===== src/hw/rtl/virtio_mmio_net_register_bank_defines.svh =====
`ifndef VIRTIO_MMIO_NET_REGISTER_BANK_DEFINES_SVH
`define VIRTIO_MMIO_NET_REGISTER_BANK_DEFINES_SVH

// Same-cycle implication, sampled on clk, off during rst.
`define VMNRB_ASSERT_NOW(label, ante, cons, msg) \
  label: assert property (@(posedge clk) disable iff (rst) (ante) |-> (cons)) else $error(msg);

// Next-cycle implication, sampled on clk, off during rst.
`define VMNRB_ASSERT_NEXT(label, ante, cons, msg) \
  label: assert property (@(posedge clk) disable iff (rst) (ante) |=> (cons)) else $error(msg);

`endif


===== src/hw/rtl/vmnrb_pkg.sv =====
`timescale 1ns / 1ps
`default_nettype none
package vmnrb_pkg;

  localparam int NUM_QUEUES_DEF      = 2;
  localparam int MAX_QUEUE_DEPTH_DEF = 256;
  localparam int CFG_INDEX_W         = 4;

  localparam logic [1:0] REQ_READ     = 2'd0;
  localparam logic [1:0] REQ_WRITE    = 2'd1;
  localparam logic [1:0] REQ_EVENT    = 2'd2;
  localparam logic [1:0] REQ_RESERVED = 2'd3;

  localparam logic [CFG_INDEX_W-1:0] CFG_OFFERED = 4'd0;
  localparam logic [CFG_INDEX_W-1:0] CFG_VENDOR  = 4'd1;
  localparam logic [CFG_INDEX_W-1:0] CFG_MAC     = 4'd2;
  localparam logic [CFG_INDEX_W-1:0] CFG_GMEM    = 4'd3;

  localparam logic [8:0] OFF_MAGIC      = 9'h000;
  localparam logic [8:0] OFF_VERSION    = 9'h004;
  localparam logic [8:0] OFF_DEVICE_ID  = 9'h008;
  localparam logic [8:0] OFF_VENDOR_ID  = 9'h00c;
  localparam logic [8:0] OFF_DEV_FEAT   = 9'h010;
  localparam logic [8:0] OFF_DEV_FSEL   = 9'h014;
  localparam logic [8:0] OFF_DRV_FEAT   = 9'h020;
  localparam logic [8:0] OFF_DRV_FSEL   = 9'h024;
  localparam logic [8:0] OFF_QSEL       = 9'h030;
  localparam logic [8:0] OFF_QNUM_MAX   = 9'h034;
  localparam logic [8:0] OFF_QNUM       = 9'h038;
  localparam logic [8:0] OFF_QREADY     = 9'h044;
  localparam logic [8:0] OFF_QNOTIFY    = 9'h050;
  localparam logic [8:0] OFF_IRQ_STATUS = 9'h060;
  localparam logic [8:0] OFF_IRQ_ACK    = 9'h064;
  localparam logic [8:0] OFF_STATUS     = 9'h070;
  localparam logic [8:0] OFF_DESC_LO    = 9'h080;
  localparam logic [8:0] OFF_DESC_HI    = 9'h084;
  localparam logic [8:0] OFF_AVAIL_LO   = 9'h090;
  localparam logic [8:0] OFF_AVAIL_HI   = 9'h094;
  localparam logic [8:0] OFF_USED_LO    = 9'h0a0;
  localparam logic [8:0] OFF_USED_HI    = 9'h0a4;
  localparam logic [8:0] OFF_CONFIG     = 9'h100;
  localparam logic [8:0] OFF_CONFIG_END = 9'h106;
  localparam logic [9:0] WINDOW_BYTES   = 10'd512;

  localparam logic [63:0] MAGIC_VALUE  = 64'h7472_6976;
  localparam logic [63:0] VERSION_VAL  = 64'd2;
  localparam logic [63:0] DEVICE_NET   = 64'd1;
  localparam int          FEAT_V1_BIT  = 32;
  localparam logic [63:0] OFFERED_RESET = 64'h1_0000_0000;

  localparam int ST_BIT_DRV_READY   = 2;
  localparam int ST_BIT_FEATURES_OK = 3;
  localparam int ST_BIT_FAILED      = 7;

  localparam logic [1:0] CHK_HEADER = 2'd0;
  localparam logic [1:0] CHK_DESC   = 2'd1;
  localparam logic [1:0] CHK_AVAIL  = 2'd2;
  localparam logic [1:0] CHK_USED   = 2'd3;

  typedef enum logic [2:0] {
    ST_IDLE, ST_IRQ, ST_EXEC, ST_START, ST_ACK, ST_OUT
  } fsm_state_t;

  typedef struct packed {
    logic [15:0] size;
    logic        en;
    logic [63:0] desc;
    logic [63:0] avail;
    logic [63:0] used;
    logic [15:0] acked;
    logic [15:0] seen;
  } queue_entry_t;

  typedef struct packed {
    logic clear;
    logic we_size;
    logic we_en;
    logic we_desc;
    logic we_avail;
    logic we_used;
    logic we_acked;
    logic we_seen;
  } queue_ctl_t;

  function automatic logic [63:0] set_half(logic [63:0] a, logic hi, logic [63:0] v);
    set_half = hi ? {v[31:0], a[31:0]} : {a[63:32], v[31:0]};
  endfunction

endpackage
`default_nettype wire


===== src/hw/rtl/virtio_mmio_net_register_bank.sv =====
// Virtio-mmio v2 network register bank.
// Request channel (s_*): one beat per bus read, bus write or used-index
// event; s_tuser carries the request kind. Response channel (m_*): one beat
// per request with read data, the accept flag and the interrupt line.
// Configuration channel (cfg_*): always ready; write only while idle.
// An accepted request executes, then a walk over the queues refreshes the
// interrupt line and the response is loaded; an interrupt status read walks
// them first too, an interrupt acknowledge walks them again, and setting the
// driver-ready status bit adds each enabled queue's ring checks. One 64-bit
// range-compare unit is shared by all ring checks; the sequencer walks the
// queues through it one check per cycle, so the queue count sets the latency.
// One request is in flight at a time; s_tready is high only when idle, so
// a new request is taken only after the last one reaches the output register.
// A finished response is held in the output register until m_tready; the
// next request may be taken meanwhile but waits to finish until it drains.
// Reset clears all device state, restores the offered features to the
// version-one feature bit only, and clears the configuration registers.
`timescale 1ns / 1ps
`default_nettype none
`include "virtio_mmio_net_register_bank_defines.svh"
module virtio_mmio_net_register_bank import vmnrb_pkg::*; #(
  parameter int NUM_QUEUES      = NUM_QUEUES_DEF,
  parameter int MAX_QUEUE_DEPTH = MAX_QUEUE_DEPTH_DEF
) (
  input  wire logic                   clk,
  input  wire logic                   rst,
  input  wire logic                   s_tvalid,
  output logic                        s_tready,
  // offset[8:0], byte_count[12:9], write_data[76:13], event_queue[77],
  // used_index_value[93:78], zero fill[95:94]
  input  wire logic [95:0]            s_tdata,
  // req_type[1:0]
  input  wire logic [1:0]             s_tuser,
  output logic                        m_tvalid,
  input  wire logic                   m_tready,
  // read_data[63:0], accepted[64], irq_pending[65], zero fill[71:66]
  output logic [71:0]                 m_tdata,
  input  wire logic                   cfg_valid,
  output logic                        cfg_ready,
  input  wire logic [CFG_INDEX_W-1:0] cfg_index,
  input  wire logic [63:0]            cfg_data
);

  localparam int QW = (NUM_QUEUES > 1) ? $clog2(NUM_QUEUES) : 1;
  localparam logic [QW-1:0] LAST_Q = QW'(NUM_QUEUES - 1);

  fsm_state_t state, state_next;

  // latched request
  logic [1:0]  t_type;
  logic [8:0]  t_off;
  logic [3:0]  t_n;
  logic [63:0] t_wd;
  logic        t_eq;
  logic [15:0] t_ui;

  // configuration
  logic [63:0] offered;
  logic [31:0] vendor;
  logic [47:0] mac;
  logic [63:0] gmem;

  // device state
  logic [7:0]  status, status_next;
  logic [31:0] dev_fsel, dev_fsel_next;
  logic [31:0] drv_fsel, drv_fsel_next;
  logic [63:0] drv_bits, drv_bits_next;
  logic [31:0] qsel, qsel_next;
  logic        started, started_next;

  // sequencer
  logic          post, post_next;
  logic [QW-1:0] qcnt, qcnt_next;
  logic [1:0]    kstep, kstep_next;
  logic          any_ok, any_ok_next;
  logic          pend_acc, pend_acc_next;
  logic          pending, pending_next;
  logic [63:0]   rd, rd_next;
  logic          acc, acc_next;

  logic        out_valid, out_valid_next;
  logic [63:0] out_rd;
  logic        out_acc;
  logic        out_irq;
  logic        out_load;

  // queue file port
  logic [QW-1:0] qi;
  queue_ctl_t    qctl;
  queue_entry_t  qe, qwd;

  // shared range unit
  logic [63:0] fit_addr, fit_len;
  logic        fit_ok;

  // decode
  logic [9:0]  end_off;
  logic        acc_ok;
  logic [63:0] mask, wdm, read_val, mac_val;
  logic        sel_ok;
  logic [QW-1:0] qsel_idx, eq_idx;
  logic        eq_ok;
  logic        size_wr_ok, size_cur_ok, align_ok, feat_bad, last_q, pend_now;
  logic [7:0]  ns;
  logic [63:0] desc_len, avail_len, used_len;

  vmnrb_queue_file #(.NUM_QUEUES(NUM_QUEUES), .QW(QW)) u_queues (
    .clk   (clk),
    .rst   (rst),
    .idx   (qi),
    .ctl   (qctl),
    .wdata (qwd),
    .rdata (qe)
  );

  vmnrb_fits u_fits (
    .addr  (fit_addr),
    .len   (fit_len),
    .limit (gmem),
    .ok    (fit_ok)
  );

  assign s_tready  = (state == ST_IDLE);
  assign cfg_ready = 1'b1;
  assign m_tvalid  = out_valid;
  assign m_tdata   = {6'd0, out_irq, out_acc, out_rd};

  assign end_off  = {1'b0, t_off} + {6'd0, t_n};
  assign acc_ok   = (t_type == REQ_READ || t_type == REQ_WRITE) && (t_n != 4'd0) &&
                    (t_n <= 4'd8) && (end_off <= WINDOW_BYTES);
  assign mask     = (t_n >= 4'd8) ? '1 : ((64'd1 << {t_n, 3'b000}) - 64'd1);
  assign wdm      = t_wd & mask;
  assign sel_ok   = (qsel < 32'(NUM_QUEUES));
  assign qsel_idx = qsel[QW-1:0];
  assign eq_idx   = QW'(t_eq);
  assign eq_ok    = (32'(t_eq) < 32'(NUM_QUEUES));
  assign mac_val  = {16'd0, mac} >> {t_off[2:0], 3'b000};
  assign ns       = wdm[7:0];
  assign feat_bad = ((drv_bits & ~offered) != '0) || !drv_bits[FEAT_V1_BIT];

  assign size_wr_ok  = (wdm != '0) && (wdm <= 64'(MAX_QUEUE_DEPTH)) &&
                       ((wdm & (wdm - 64'd1)) == '0);
  assign size_cur_ok = (qe.size != '0) && (32'(qe.size) <= 32'(MAX_QUEUE_DEPTH)) &&
                       ((qe.size & (qe.size - 16'd1)) == '0);
  assign align_ok    = (qe.desc[3:0] == 4'd0) && !qe.avail[0] && (qe.used[1:0] == 2'd0);

  assign desc_len  = {44'd0, qe.size, 4'd0};
  assign avail_len = {47'd0, qe.size, 1'b0} + 64'd4;
  assign used_len  = {45'd0, qe.size, 3'd0} + 64'd4;

  assign last_q   = (qcnt == LAST_Q);
  assign pend_now = qe.en && fit_ok && (qe.seen != qe.acked);

  always_comb begin
    if (state == ST_START) begin
      unique case (kstep)
        CHK_DESC:  begin fit_addr = qe.desc;  fit_len = desc_len;  end
        CHK_AVAIL: begin fit_addr = qe.avail; fit_len = avail_len; end
        CHK_USED:  begin fit_addr = qe.used;  fit_len = used_len;  end
        default:   begin fit_addr = qe.used;  fit_len = 64'd4;     end
      endcase
    end else begin
      fit_addr = qe.used;
      fit_len  = 64'd4;
    end
  end

  always_comb begin
    if (t_off >= OFF_CONFIG && t_off < OFF_CONFIG_END) begin
      read_val = mac_val;
    end else begin
      unique case (t_off)
        OFF_MAGIC:      read_val = MAGIC_VALUE;
        OFF_VERSION:    read_val = VERSION_VAL;
        OFF_DEVICE_ID:  read_val = DEVICE_NET;
        OFF_VENDOR_ID:  read_val = {32'd0, vendor};
        OFF_DEV_FEAT:   read_val = (dev_fsel == 32'd0) ? {32'd0, offered[31:0]} :
                                   (dev_fsel == 32'd1) ? {32'd0, offered[63:32]} : '0;
        OFF_DEV_FSEL:   read_val = {32'd0, dev_fsel};
        OFF_DRV_FEAT:   read_val = (drv_fsel == 32'd0) ? {32'd0, drv_bits[31:0]} :
                                   (drv_fsel == 32'd1) ? {32'd0, drv_bits[63:32]} : '0;
        OFF_DRV_FSEL:   read_val = {32'd0, drv_fsel};
        OFF_QSEL:       read_val = {32'd0, qsel};
        OFF_QNUM_MAX:   read_val = sel_ok ? 64'(MAX_QUEUE_DEPTH) : '0;
        OFF_QNUM:       read_val = sel_ok ? {48'd0, qe.size} : '0;
        OFF_QREADY:     read_val = {63'd0, sel_ok && qe.en};
        OFF_IRQ_STATUS: read_val = {63'd0, pending};
        OFF_STATUS:     read_val = {56'd0, status};
        default:        read_val = '0;
      endcase
    end
  end

  always_comb begin
    state_next    = state;
    status_next   = status;
    dev_fsel_next = dev_fsel;
    drv_fsel_next = drv_fsel;
    drv_bits_next = drv_bits;
    qsel_next     = qsel;
    started_next  = started;
    post_next     = post;
    qcnt_next     = qcnt;
    kstep_next    = kstep;
    any_ok_next   = any_ok;
    pend_acc_next = pend_acc;
    pending_next  = pending;
    rd_next       = rd;
    acc_next      = acc;
    out_load      = 1'b0;
    qi            = qcnt;
    qctl          = '0;
    qwd           = qe;

    unique case (state)
      ST_IDLE: begin
        if (s_tvalid) begin
          qcnt_next     = '0;
          pend_acc_next = 1'b0;
          post_next     = 1'b0;
          // interrupt status read needs a fresh walk first
          if (s_tuser == REQ_READ && s_tdata[8:0] == OFF_IRQ_STATUS) begin
            state_next = ST_IRQ;
          end else begin
            state_next = ST_EXEC;
          end
        end
      end

      ST_IRQ: begin
        if (last_q) begin
          pending_next = pend_acc | pend_now;
          state_next   = post ? ST_OUT : ST_EXEC;
        end else begin
          pend_acc_next = pend_acc | pend_now;
          qcnt_next     = qcnt + QW'(1);
        end
      end

      ST_EXEC: begin
        qi            = (t_type == REQ_EVENT) ? eq_idx : qsel_idx;
        rd_next       = '0;
        acc_next      = 1'b0;
        state_next    = ST_IRQ;
        post_next     = 1'b1;
        qcnt_next     = '0;
        pend_acc_next = 1'b0;
        kstep_next    = CHK_DESC;
        any_ok_next   = 1'b0;
        if (t_type == REQ_EVENT) begin
          if (eq_ok) begin
            qctl.we_seen = 1'b1;
            qwd.seen     = t_ui;
            acc_next     = 1'b1;
          end
        end else if (acc_ok) begin
          acc_next = 1'b1;
          if (t_type == REQ_READ) begin
            rd_next = read_val & mask;
          end else begin
            unique case (t_off)
              OFF_DEV_FSEL: dev_fsel_next = wdm[31:0];
              OFF_DRV_FSEL: drv_fsel_next = wdm[31:0];
              OFF_DRV_FEAT: begin
                if (drv_fsel == 32'd0 || drv_fsel == 32'd1) begin
                  drv_bits_next = set_half(drv_bits, drv_fsel == 32'd1, wdm);
                end
              end
              OFF_QSEL: qsel_next = wdm[31:0];
              OFF_QNUM: begin
                if (sel_ok) begin
                  if (!size_wr_ok) begin
                    status_next[ST_BIT_FAILED] = 1'b1;
                  end else begin
                    qctl.we_size = 1'b1;
                    qwd.size     = wdm[15:0];
                  end
                end
              end
              OFF_QREADY: begin
                if (sel_ok) begin
                  if ((wdm[63:1] != '0) || started) begin
                    status_next[ST_BIT_FAILED] = 1'b1;
                  end else begin
                    qctl.we_en = 1'b1;
                    qwd.en     = wdm[0];
                  end
                end
              end
              OFF_DESC_LO, OFF_DESC_HI: begin
                if (sel_ok) begin
                  qctl.we_desc = 1'b1;
                  qwd.desc     = set_half(qe.desc, t_off == OFF_DESC_HI, wdm);
                end
              end
              OFF_AVAIL_LO, OFF_AVAIL_HI: begin
                if (sel_ok) begin
                  qctl.we_avail = 1'b1;
                  qwd.avail     = set_half(qe.avail, t_off == OFF_AVAIL_HI, wdm);
                end
              end
              OFF_USED_LO, OFF_USED_HI: begin
                if (sel_ok) begin
                  qctl.we_used = 1'b1;
                  qwd.used     = set_half(qe.used, t_off == OFF_USED_HI, wdm);
                end
              end
              OFF_QNOTIFY: begin
                if ((wdm >= 64'(NUM_QUEUES)) && status[ST_BIT_DRV_READY]) begin
                  status_next[ST_BIT_FAILED] = 1'b1;
                end
              end
              OFF_IRQ_ACK: begin
                if (wdm[0]) state_next = ST_ACK;
              end
              OFF_STATUS: begin
                if (ns == 8'd0) begin
                  qctl.clear    = 1'b1;
                  started_next  = 1'b0;
                  status_next   = '0;
                  dev_fsel_next = '0;
                  drv_fsel_next = '0;
                  drv_bits_next = '0;
                  qsel_next     = '0;
                end else begin
                  status_next = ns;
                  if (ns[ST_BIT_FEATURES_OK] && feat_bad) begin
                    status_next[ST_BIT_FAILED] = 1'b1;
                  end
                  if (status_next[ST_BIT_DRV_READY] && !status_next[ST_BIT_FAILED] &&
                      !started) begin
                    if (!drv_bits[FEAT_V1_BIT]) begin
                      status_next[ST_BIT_FAILED] = 1'b1;
                    end else begin
                      state_next = ST_START;
                    end
                  end
                end
              end
              default: ;
            endcase
          end
        end
      end

      ST_ACK: begin
        if (qe.en && fit_ok) begin
          qctl.we_acked = 1'b1;
          qwd.acked     = qe.seen;
        end
        if (last_q) begin
          state_next = ST_IRQ;
          qcnt_next  = '0;
        end else begin
          qcnt_next = qcnt + QW'(1);
        end
      end

      ST_START: begin
        if (!qe.en) begin
          if (last_q) begin
            state_next = ST_IRQ;
            qcnt_next  = '0;
            if (any_ok) started_next = 1'b1;
            else status_next[ST_BIT_FAILED] = 1'b1;
          end else begin
            qcnt_next = qcnt + QW'(1);
          end
        end else begin
          unique case (kstep)
            CHK_DESC: begin
              if (size_cur_ok && align_ok && fit_ok) begin
                kstep_next = CHK_AVAIL;
              end else begin
                status_next[ST_BIT_FAILED] = 1'b1;
                state_next = ST_IRQ;
                qcnt_next  = '0;
              end
            end
            CHK_AVAIL: begin
              if (fit_ok) begin
                kstep_next = CHK_USED;
              end else begin
                status_next[ST_BIT_FAILED] = 1'b1;
                state_next = ST_IRQ;
                qcnt_next  = '0;
              end
            end
            CHK_USED: begin
              if (fit_ok) begin
                // ring fits, so its header does too: live index is the seen one
                qctl.we_acked = 1'b1;
                qwd.acked     = qe.seen;
                any_ok_next   = 1'b1;
                kstep_next    = CHK_DESC;
                if (last_q) begin
                  started_next = 1'b1;
                  state_next   = ST_IRQ;
                  qcnt_next    = '0;
                end else begin
                  qcnt_next = qcnt + QW'(1);
                end
              end else begin
                status_next[ST_BIT_FAILED] = 1'b1;
                state_next = ST_IRQ;
                qcnt_next  = '0;
              end
            end
            default: kstep_next = CHK_DESC;
          endcase
        end
      end

      ST_OUT: begin
        if (!out_valid || m_tready) begin
          out_load   = 1'b1;
          state_next = ST_IDLE;
        end
      end

      default: state_next = ST_IDLE;
    endcase

    if (out_load) out_valid_next = 1'b1;
    else if (m_tready) out_valid_next = 1'b0;
    else out_valid_next = out_valid;
  end

  always_ff @(posedge clk) begin
    if (rst) begin
      state     <= ST_IDLE;
      status    <= '0;
      dev_fsel  <= '0;
      drv_fsel  <= '0;
      drv_bits  <= '0;
      qsel      <= '0;
      started   <= 1'b0;
      post      <= 1'b0;
      qcnt      <= '0;
      kstep     <= CHK_DESC;
      any_ok    <= 1'b0;
      pend_acc  <= 1'b0;
      pending   <= 1'b0;
      out_valid <= 1'b0;
    end else begin
      state     <= state_next;
      status    <= status_next;
      dev_fsel  <= dev_fsel_next;
      drv_fsel  <= drv_fsel_next;
      drv_bits  <= drv_bits_next;
      qsel      <= qsel_next;
      started   <= started_next;
      post      <= post_next;
      qcnt      <= qcnt_next;
      kstep     <= kstep_next;
      any_ok    <= any_ok_next;
      pend_acc  <= pend_acc_next;
      pending   <= pending_next;
      out_valid <= out_valid_next;
    end
  end

  always_ff @(posedge clk) begin
    if (rst) begin
      offered <= OFFERED_RESET;
      vendor  <= '0;
      mac     <= '0;
      gmem    <= '0;
    end else if (cfg_valid && cfg_ready) begin
      unique case (cfg_index)
        CFG_OFFERED: offered <= cfg_data;
        CFG_VENDOR:  vendor  <= cfg_data[31:0];
        CFG_MAC:     mac     <= cfg_data[47:0];
        CFG_GMEM:    gmem    <= cfg_data;
        default: ;
      endcase
    end
  end

  // hold request and result payload
  always_ff @(posedge clk) begin
    if (s_tvalid && s_tready) begin
      t_type <= s_tuser;
      t_off  <= s_tdata[8:0];
      t_n    <= s_tdata[12:9];
      t_wd   <= s_tdata[76:13];
      t_eq   <= s_tdata[77];
      t_ui   <= s_tdata[93:78];
    end
    rd  <= rd_next;
    acc <= acc_next;
    if (out_load) begin
      out_rd  <= rd;
      out_acc <= acc;
      out_irq <= pending;
    end
  end

  `VMNRB_ASSERT_NEXT(a_busy_after_accept, s_tvalid && s_tready, !s_tready, "ready during work")
  `VMNRB_ASSERT_NOW(a_reject_reads_zero, out_valid && !out_acc, out_rd == '0, "data on reject")
  `VMNRB_ASSERT_NOW(a_rise_from_out, $rose(out_valid), $past(state) == ST_OUT, "stray result")

endmodule
`default_nettype wire


===== src/hw/rtl/vmnrb_fits.sv =====
`timescale 1ns / 1ps
`default_nettype none
module vmnrb_fits import vmnrb_pkg::*; (
  input  wire logic [63:0] addr,
  input  wire logic [63:0] len,
  input  wire logic [63:0] limit,
  output logic             ok
);

  // Range [addr, addr+len) lies inside [0, limit) without wrapping.
  assign ok = (addr <= limit) && (len <= (limit - addr));

endmodule
`default_nettype wire


===== src/hw/rtl/vmnrb_queue_file.sv =====
`timescale 1ns / 1ps
`default_nettype none
module vmnrb_queue_file import vmnrb_pkg::*; #(
  parameter int NUM_QUEUES = NUM_QUEUES_DEF,
  parameter int QW = (NUM_QUEUES > 1) ? $clog2(NUM_QUEUES) : 1
) (
  input  wire logic          clk,
  input  wire logic          rst,
  input  wire logic [QW-1:0] idx,
  input  wire queue_ctl_t    ctl,
  input  wire queue_entry_t  wdata,
  output queue_entry_t       rdata
);

  queue_entry_t entries [NUM_QUEUES];

  assign rdata = entries[idx];

  always_ff @(posedge clk) begin
    if (rst) begin
      for (int i = 0; i < NUM_QUEUES; i++) begin
        entries[i] <= '0;
      end
    end else if (ctl.clear) begin
      // status reset keeps the used index seen from the backend
      for (int i = 0; i < NUM_QUEUES; i++) begin
        entries[i].size  <= '0;
        entries[i].en    <= 1'b0;
        entries[i].desc  <= '0;
        entries[i].avail <= '0;
        entries[i].used  <= '0;
        entries[i].acked <= '0;
      end
    end else begin
      if (ctl.we_size)  entries[idx].size  <= wdata.size;
      if (ctl.we_en)    entries[idx].en    <= wdata.en;
      if (ctl.we_desc)  entries[idx].desc  <= wdata.desc;
      if (ctl.we_avail) entries[idx].avail <= wdata.avail;
      if (ctl.we_used)  entries[idx].used  <= wdata.used;
      if (ctl.we_acked) entries[idx].acked <= wdata.acked;
      if (ctl.we_seen)  entries[idx].seen  <= wdata.seen;
    end
  end

endmodule
`default_nettype wire

===== config.mk =====
export PLATFORM = sky130hd
export DESIGN_NAME = virtio_mmio_net_register_bank
export DESIGN_NICKNAME = d
export VERILOG_FILES = /design/src/hw/rtl/vmnrb_pkg.sv /design/src/hw/rtl/virtio_mmio_net_register_bank.sv /design/src/hw/rtl/vmnrb_fits.sv /design/src/hw/rtl/vmnrb_queue_file.sv
export VERILOG_INCLUDE_DIRS = /design/src /design/src/hw/rtl
export SDC_FILE = /design/constraint.sdc
export NUM_CORES = 2
export LEC_CHECK = 0
export BUFFER_PORTS_ARGS = -buffer_cell sky130_fd_sc_hd__buf_4
export CAP_MARGIN = 15
export CORE_MARGIN = 4
export CORE_UTILIZATION = 56
export DETAILED_ROUTE_END_ITERATION = 6
export HOLD_SLACK_MARGIN = 0.05
export PLACE_DENSITY = 0.76
export SYNTH_ARGS = -nofsm -noshare
export SYNTH_HDL_FRONTEND = slang
export SYNTH_HIERARCHICAL = 1
export SYNTH_SLANG_ARGS = --single-unit

===== constraint.sdc =====
create_clock -name clk -period 9 [get_ports clk]
set_input_delay 0.9 -clock clk [delete_from_list [all_inputs] [get_ports clk]]
set_output_delay 0.9 -clock clk [all_outputs]
set_load 0.02 [all_outputs]

==> qor.csv <==
stage;metric;value;unit
status;status;finished with violations;
status;violations;design-rule violations;
hold_path;hold-path-cell-count;1;
synth;avgSynthCellArea;9.68;um2
die;die_x;326;um
setup_path;slowest_delay;420;ps
routing;drc;15;
grt;grt_max_degree;242;
setup_path;crit_top_cell;buf_4;
power;powerDensity;250;nW/um2
power;power_frac_seq;0.359;
hold_path;hp-class;in -> reg;
routing;routed_wl;190000;um
sta;rsz0062_at_grt;false;
grt;grt_pass1_wl;280000;um
finish;utilization;0.629;
synth;syn_inst;5862;
power;internal-power;10000;uW
sta;max-slew-margin-rel;0.140;
setup_path;critPathArrivalTime;9160;ps
power;power;15800;uW
sta;finalCritPeriodShare;0.951;
die;start_util;0.566;
place;place_inst;7152;
finish;drive_gt1_frac;0.154;
die;coreArea;100000;um2
setup_path;crit_type;reg -> reg;
finish;final-instance-count-excl-fill;7367;
clock_network;clk_path_buf_depth;3;
setup_path;cp-end-kind;flip-flop;
clock_network;cts.sinks;1065;
clock_network;ctsHtreeMaxLevel;3;
synth;synth.cells.most_frequent;nand2_1 (1,053), edfxtp_1 (677), a21oi_1 (485);
routing;first_pass_iters;7;
routing;antenna_left;0;
synth;synth_top_cell_by_area;edfxtp_1;
power;p_comb_frac;0.346;
grt;gr-usage-all-layers;0.344;
setup_path;crit_slowest_cell;dfxtp_2;
synth;ys.flop_type;edfxtp_1;
job;max_cap_viol_count;0;
clock_network;clockRootBuffer;clkbuf_16;
synth;synth_seq_area_share;0.495;
routing;vias_per_cell;6.39;
die;die_area;106000;um2
grt;grt_pass1_vias;44300;
sta;fmax;117;MHz
synth;synth_top_area_share;0.358;
die;ioPinCount;246;
setup_path;cp.required;9600;ps
synth;yosys.cell_types.count;98;
synth;synthTopCellsByArea;edfxtp_1 (36%), dfxtp_1 (14%), nand2_1 (7.0%);
power;p_leak;0.0254;uW
clock_network;cts_tree;yes;
sta;final_max_slew_viol_count;0;
power;p_sw_frac;0.365;
synth;synth_most_common_cell;nand2_1;
setup_path;crit_path_start_kind;flip-flop;
setup_path;worstPathMaxFanout;21;
synth;synthArstFlopShare;0;
sta;hold_violations;0;
place;io_buffer_count;220;
grt;antenna_found_initial;7;
finish;syn2layout_area_growth;11.2;%
sta;worst_pin_slew;1260;ps
sta;setup_violations;0;
power;pwr-share-clk;0.296;
clock_network;cts_buffers;109;
power;peakVddDrop;0.000376;V
routing;vias;47100;
finish;nets;6227;
synth;yosysWarningCount;6;
sta;period_needed;8560;ps
synth;synth_edf_count;677;
synth;synth_area;56700;um2
place;routabilityCongestion;0.972;
sta;skew;33.0;ps
clock_network;clk_latency;720;ps
die;row_count;116;
die;die_h;326;um
clock_network;clk_pin_slew;70;ps
routing;drtIter0Drc;6314;
sta;tns;0;ps
power;p_sw;5750;uW
synth;synth_seq_cells;1065;
routing;wire_per_inst;25.8;um
clock_network;postCtsHoldBufs;0;
place;hpwl;128000;um
setup_path;ff2ff_path_depth;39;
grt;gr-total-overflow;0;
## path summary, 6_finish.rpt
path                   start         end  slack [ps]
setup / recovery    state[1]    state[0]         440
hold reg to reg       rd[24]  out_rd[24]         410
setup reg to reg    state[1]    state[0]         440
hold / removal    s_tdata[0]    t_off[0]         370
## stage by stage
stage / setup WS [ps] / cell area, um2 / hold slack [ps]
6_report: 444 / 63100 / 374
5_1_grt: 10.3 / 63100 / 340
4_1_cts: 23.3 / 62900 / 330
3_5_place_dp: -11.0 / 59200 / 405
3_3_place_gp: 75.9 / 59200 / 403
2_1_floorplan: 3.39 / 57000 / 400
## layout make-up
class | count | area (um2)
diodes | 1 | 2.50
clock buffers | 132 | 2920
clock inverters | 74 | 743
fillers | 8190 | 37200
inverters | 138 | 520
multi-input cells | 4248 | 26200
flip-flops and latches | 1065 | 28100
well taps | 1357 | 1700
repair buffers | 352 | 2860
## placed cells by master, fill, tap and decap left out, types with 19 or more instances in the layout
cell | Yosys | routed
clkbuf_16 | 0 | 111
a221oi_1 | 26 | 26
nor2b_1 | 66 | 66
a21o_1 | 75 | 75
nand3_1 | 77 | 77
a21oi_1 | 485 | 484
a211oi_1 | 51 | 51
xnor2_1 | 45 | 45
a221o_1 | 24 | 24
ha_1 | 140 | 138
mux2i_1 | 99 | 99
conb_1 | 2 | 68
dfxtp_1 | 388 | 385
clkinv_2 | 0 | 30
edfxtp_1 | 677 | 677
nor2_1 | 245 | 241
nor4_1 | 51 | 48
o221ai_1 | 26 | 26
and3_1 | 472 | 472
o22ai_1 | 19 | 19
inv_1 | 136 | 135
nand2_1 | 1053 | 1048
and2_1 | 22 | 22
and3_2 | 34 | 34
mux2_2 | 283 | 283
nor3_1 | 60 | 54
o21ai_0 | 305 | 299
o21ai_1 | 52 | 50
a22oi_1 | 117 | 117
nand4_1 | 64 | 64
xor2_1 | 47 | 47
buf_4 | 39 | 337
## logic make-up after synthesis
group	share of synthesized area
adder cells (fa/ha/maj)	0.0319
multiplexers	0.0736
XOR/XNOR	0.0142
other	0.000132
flip-flops	0.495
AO/OA/AOI/OAI	0.143
AND/OR/NAND/NOR	0.189
buffers and inverters	0.0521
## power groups by stage
stage / sequential (uW) / combinational [uW] / clock, uW
after detailed placement: 5760 / 5230 / 0
after CTS: 5660 / 5260 / 4690
after floorplan: 5710 / 3760 / 0
after global routing: 5680 / 5830 / 4910
after global placement: 5750 / 5180 / 0
final: 5660 / 5460 / 4670
## state kept, by name, summed over array words and instances, names as in the netlist, 3 cells and up
register,count
dev_fsel,32
drv_bits,64
drv_fsel,32
gmem,64
mac,48
offered,64
out_rd,48
qsel,32
rd,48
state,3
status,8
t_n,4
t_off,9
t_ui,16
t_wd,64
u_queues/entries,482
vendor,32
## per-layer routing
metal  up-vias  routed length, um  part of all wire  track usage
met5         -                 31           0.00016            0
met4         6              12700             0.067        0.197
met3       568              21200              0.11       0.0864
met2      2733              84900              0.45        0.529
met1     22500              71600              0.38        0.443
li1      21300                  -                 -            -
## worst max-delay path, delay by kind of cell, from the launching register on
family / cells / cell delay, ps
DFF: 1 / 420
buffers and inverters: 7 / 1200
AOI/OAI and AO/OA: 19 / 4130
adders and majority gates: 2 / 520
and+or+nand+nor: 10 / 1780
muxes: 1 / 350
## repair_timing
item,in CTS,in global routing
pin swaps,0,2
buffers inserted,0,3
setup endpoints to repair,5,71
gates resized for setup,1,15
Power figures use the tool's default switching activity.
